### src/lfr_pkg.sv
// Shared constants, register codes and control types for the Lagrange resampler.
// No dependencies; used by every module under src.
package lfr_pkg;

   localparam int SampleBits = 24;
   localparam int FracBits   = 16;
   localparam int Taps       = 6;
   localparam int Lanes      = 2;
   localparam int MaxOut     = 8;

   localparam int PitchStepW    = 19;
   localparam int ChannelCountW = 2;
   localparam int CsrAddrW      = 1;
   localparam int CsrDataW      = 19;

   localparam logic [CsrAddrW-1:0] CsrPitchStep    = 1'd0;
   localparam logic [CsrAddrW-1:0] CsrChannelCount = 1'd1;

   localparam logic [PitchStepW-1:0]    PitchStepReset    = 19'd65536;
   localparam logic [ChannelCountW-1:0] ChannelCountReset = 2'd2;
   localparam logic [ChannelCountW-1:0] ChannelsStereo    = 2'd2;

   // hand-off from the sequencer to the output stage
   typedef struct packed {
      logic push;
      logic last;
      logic mono;
   } lfr_ctl_type;

endpackage

### src/lfr_merge.sv
// Output stage: joins the two lane results into one result beat and holds it
// until taken. Depends on lfr_pkg.
module lfr_merge #(
   parameter int SAMPLE_BITS = lfr_pkg::SampleBits
) (
   input  logic                      clock,
   input  logic                      reset,
   input  lfr_pkg::lfr_ctl_type      ctl,
   input  logic [SAMPLE_BITS-1:0]    left,
   input  logic [SAMPLE_BITS-1:0]    right,
   output logic                      ready,
   output logic                      rsp_valid,
   input  logic                      rsp_stall,
   output logic [SAMPLE_BITS-1:0]    rsp_out_left,
   output logic [SAMPLE_BITS-1:0]    rsp_out_right,
   output logic                      rsp_last_of_run
);

   logic                   valid_ff;
   logic [SAMPLE_BITS-1:0] left_ff;
   logic [SAMPLE_BITS-1:0] right_ff;
   logic                   last_ff;

   assign ready = !valid_ff || !rsp_stall;

   always_ff @(posedge clock) begin
      if (reset) begin
         valid_ff <= 1'b0;
      end else if (ctl.push) begin
         valid_ff <= 1'b1;
      end else if (!rsp_stall) begin
         valid_ff <= 1'b0;
      end
   end

   always_ff @(posedge clock) begin
      if (ctl.push) begin
         left_ff  <= left;
         right_ff <= ctl.mono ? '0 : right;
         last_ff  <= ctl.last;
      end
   end

   assign rsp_valid       = valid_ff;
   assign rsp_out_left    = left_ff;
   assign rsp_out_right   = right_ff;
   assign rsp_last_of_run = last_ff;

endmodule

### config.mk
export PLATFORM = sky130hd
export DESIGN_NAME = lfr_merge
export DESIGN_NICKNAME = d
export VERILOG_FILES = /design/src/lfr_pkg.sv /design/src/lfr_merge.sv
export SDC_FILE = /design/constraint.sdc
export NUM_CORES = 1
export LEC_CHECK = 0
export BUFFER_PORTS_ARGS = -buffer_cell sky130_fd_sc_hd__buf_2
export CAP_MARGIN = 20
export CORE_MARGIN = 8
export CORE_UTILIZATION = 47
export CTS_BUF_LIST = sky130_fd_sc_hd__clkbuf_4
export CTS_CLUSTER_SIZE = 25
export DETAILED_ROUTE_END_ITERATION = 12
export GPL_ROUTABILITY_DRIVEN = 0
export PLACE_DENSITY_LB_ADDON = 0.25
export RECOVER_POWER = 25
export SLEW_MARGIN = 20
export SYNTH_ARGS = -nofsm -noshare
export SYNTH_HDL_FRONTEND = slang
export SYNTH_SLANG_ARGS = --single-unit
### constraint.sdc
create_clock -name clock -period 0.9 [get_ports clock]
set_input_delay 0.135 -clock clock [delete_from_list [all_inputs] [get_ports clock]]
set_output_delay 0.135 -clock clock [all_outputs]
set_load 0.005 [all_outputs]
; Yosys cells after proc, flatten, opt, wreduce, memory -nomap -nowiden
; Index checks and enable logic that the tools add are counted.
[word_totals]
reg_bits = 50
input_bits = 54
out_inout_bits = 51
wordCells = 10
[op_classes]
eq_ne = 1
n_mux = 2
n_reduce_logical = 3
[op_table]
columns = operator, n
row1 = $logic_not 1->1, 2
row2 = $mux 1, 2
row3 = $ne 2x2->1 const B, 1
row4 = $logic_or 1x1->1, 1

; Longest topological paths before layout
[logic_depth]
ltp_word = 2
depth_mapped = 2
ltp_nobuf = 2

; Worst setup path before layout
; Ideal clock, no wire load.
[synth_path]
path_type = flip-flop to flip-flop
from = register, netlist name rsp_valid
to = register valid_ff (netlist: rsp_valid)
setup_ns = 0.114
arrival_time_ns = 0.461
required_time_ns = 0.786
setup_slack_ns = 0.325
path_stages_with_launch = 3
path_buffers = 0
period_less_slack_ns = 0.575
cell_sequence = dfxtp_1 > a21oi_1 > nor2_1
[synth_rtl]
columns = item, line
row1 = to (signal assigned), lfr_merge.sv:28  ; valid_ff <= 1'b0;
row2 = to (signal assigned), lfr_merge.sv:30  ; valid_ff <= 1'b1;
row3 = to (signal assigned), lfr_merge.sv:32  ; valid_ff <= 1'b0;
row4 = to (decl), lfr_merge.sv:19  ; logic valid_ff;

; Final worst setup path
[layout_path]
from = register left_ff[16] (netlist: rsp_out_left[16])
to = output port rsp_out_left[16]
[layout_rtl]
columns = item, line
row1 = from (decl), lfr_merge.sv:20  ; logic [SAMPLE_BITS-1:0] left_ff;
row2 = from (signal assigned), lfr_merge.sv:38  ; left_ff <= left;
row3 = to (decl), lfr_merge.sv:14  ; output logic [SAMPLE_BITS-1:0] rsp_out_left,
; No word-level cell between the ends.

==> flow_metrics.env <==
export IMPL_outcome="complete, but fails checks"
export IMPL_violations="negative setup slack"
export IMPL_clk_latency_ns=0.35
export IMPL_r2r_start="rsp_valid"
export IMPL_grt_pass1_vias=1278
export IMPL_cp_num_buf_inv=1
export IMPL_finClkSkew_ns=0
export IMPL_worst_slew_pin_slew_ns=0.5813
export IMPL_pin_count=105
export IMPL_synth_edf_count=49
export IMPL_layout_cells_non_filler=267
export IMPL_cts_root_buf="clkbuf_4"
export IMPL_multi_input_area_um2=202.7
export IMPL_fillers=241
export IMPL_leakagePower_nw=1.140
export IMPL_cap_viol_max_count=0
export IMPL_path_class="flop to output pin"
export IMPL_hold_violations=0
export IMPL_fmax_mhz=964.4
export IMPL_post_cts_buffers=0
export IMPL_io_buffers=104
export IMPL_core_mm2=0.003578
export IMPL_yosysTopAreaCell="edfxtp_1"
export IMPL_yosys_top_cells_count="edfxtp_1 (49), nor2b_2 (14), nor2b_1 (6)"
export IMPL_clkTransAtPathRegs_ns=0.13
export IMPL_grt_use_total_pct=13.79
export IMPL_fp_dieW_um=76.44
export IMPL_slowest_stage="edfxtp_1"
export IMPL_cp_start_kind="flop"
export IMPL_yosys_top_cells_area="edfxtp_1 (86%), nor2b_2 (7.1%), nor2b_1 (2.2%), and2b_1 (1.7%), buf_6 (1.3%)"
export IMPL_worstHoldStart="rsp_stall"
export IMPL_cts_buffer_depth=2
export IMPL_gr_total_overflow=0
export IMPL_cp_max_fo=1
export IMPL_antenna_found_initial=0
export IMPL_ant_nets=0
export IMPL_viasPerCell=4.363
export IMPL_slew_headroom_pct=61.24
export IMPL_ys_flop_type="edfxtp_1"
export IMPL_regArea_mm2=0.001493
export IMPL_die_h_um=76.44
export IMPL_hold_depth=3
export IMPL_dp_cells=233
export IMPL_arrival_ns=0.90
export IMPL_area_delta_synth_final_pct=54.08
export IMPL_required_ns=0.76
export IMPL_synth_nets=133
export IMPL_ff2ff_setup_slack_ns=0.25
export IMPL_clock_sinks=50
export IMPL_dr_pass1_iters=4
export IMPL_synth_most_common_cell="edfxtp_1"
export IMPL_synth_distinct_cells=9
export IMPL_postPlaceCellArea_mm2=0.002355
export IMPL_rsz0062_at_grt="true"
export IMPL_grt_max_degree=28
export IMPL_syn_cell_area_mm2=0.001717
export IMPL_drt_total_wl_um=4041
export IMPL_drive_gt1_share_pct=57.53
export IMPL_ys_seq_elements=50
export IMPL_hold_class="input port to flop"
export IMPL_fin_area_mm2=0.002645
export IMPL_worst_path_largest_cell_delay_ns=0.41
export IMPL_dieArea_mm2=0.005842
export IMPL_setup_ws_ns=-0.1370
export IMPL_avgSynthCellArea_um2=21.73
export IMPL_ys_warn_count=0
export IMPL_vias=1165
export IMPL_path_cells="buf_2"
export IMPL_yosysSeqAreaShare_pct=86.88
export IMPL_period_needed_ns=1.037
export IMPL_nets=272
export IMPL_grt_pass1_wl_um=6361
export IMPL_routedWlPerCell_um=15.13
export IMPL_final_core_util_pct=73.92
export IMPL_synthArstFlopShare_pct=0
export IMPL_peakVddDrop_mv=1.166
export IMPL_numCtsBuffers=5
export IMPL_cpLargestDelayFamily="flip-flops"
export IMPL_syn_inst=79
export IMPL_endpoint_kind="output pin"
export IMPL_finalMaxSlewViolations=0
export IMPL_setup_viol=51
export IMPL_r2r_end="rsp_valid"
export IMPL_rows=22
export IMPL_dp_hpwl_um=2910
export IMPL_antennaDiodeCount=0
export IMPL_drc=0
export IMPL_post_route_period_util_pct=115.2
export IMPL_drtIter0Drc=75
export IMPL_ff2ff_path_depth=2
export IMPL_htree_levels=2
export IMPL_power_density_mw_per_mm2=1730
export IMPL_start_util_pct=47.97
export IMPL_cts_tree="done"
export IMPL_whs_endpoint="rsp_valid"
export IMPL_synth_top_cell_area_share_pct=85.71
## routing by layer
metal / share of wire [%] / vias up / track usage, %
met3: 13 / 5 / 8.726
met2: 48 / 72 / 22.71
met4: 1.1 / 0 / 4.038
met1: 38 / 524 / 14.14
li1: - / 564 / -
met5: 0 / - / 0
## worst max path at each step
stage | cells after the start | start | slack [ns] | endpoint
6_report | 1 | rsp_out_left[16] | -0.14 | rsp_out_left[16]
5_1_grt | 1 | rsp_out_left[16] | -0.19 | rsp_out_left[16]
2_1_floorplan | 2 | rsp_valid | 0.32 | rsp_valid
3_5_place_dp | 2 | ctl[2] | 0.11 | rsp_out_left[3]
3_3_place_gp | 2 | ctl[2] | 0.13 | rsp_out_left[23]
4_1_cts | 1 | rsp_out_right[9] | -0.14 | rsp_out_right[9]
## report_power, final
part	internal, mW	leakage (nW)	switching (mW)
Combinational	0.315	0.612	0.223
Clock	0.609	0.0433	0.633
Sequential	2.75	0.485	0.0402
Total	3.68	1.14	0.897
## cell families (layout without fill, tap and decap cells)
kind of cell / count (synthesis) / after routing / synth area share, %
flops: 50 / 50 / 86.88
simple gates: 26 / 26 / 11.52
buf+inv: 2 / 142 / 1.312
compound gates: 1 / 1 / 0.2913
## tightest hold or removal path, delay by kind of cell
kind	cells	cell delay, ns
buf+inv	1	0.09
compound gates	1	0.06
simple gates	1	0.09
## through the flow
stage / setup slack (ns) / hold slack, ns / setup TNS, ns / power [mW]
5_1_grt: -0.1881 / 0.04032 / -7.850 / 4.775
6_report: -0.1370 / 0.06449 / -4.875 / 4.575
3_5_place_dp: 0.1149 / 0.2974 / 0 / 3.331
2_1_floorplan: 0.3248 / 0.2074 / 0 / 2.956
3_3_place_gp: 0.1328 / 0.2914 / 0 / 3.313
4_1_cts: -0.1449 / 0.01384 / -6.006 / 4.658
## registers in the layout, summed over array words and instances, names as in the netlist
register	count
rsp_out_left	24
rsp_out_right	24
rsp_last_of_run	1
rsp_valid	1
## cell type report
type / instances / share of cell area [%]
repair buffers: 134 / 30.65
multi-input cells: 27 / 7.663
clock buffers: 6 / 1.703
well taps: 48 / 2.271
clock inverters: 2 / 1.277
flip-flops and latches: 50 / 56.43
## cells in the final DEF, fill, tap and decap left out
cell and n:
clkbuf_1 4, nor2b_1 6, nor2_1 1, nor2b_2 14, clkbuf_4 6, dfxtp_2 1, a21oi_1 1, dlygate4sd3_1 26
clkbuf_2 1, bufinv_16 1, edfxtp_1 49, buf_12 1, nand2_1 1, clkinv_1 1, and2b_1 4, buf_2 102
## what timing repair did
item / CTS / global route
setup endpoints to repair: 51 / 51
gates resized for setup: 1 / 0
hold buffers: 26 / 0
endpoints found under the hold margin: 26 / 0
(Power assumes the default switching activity.)
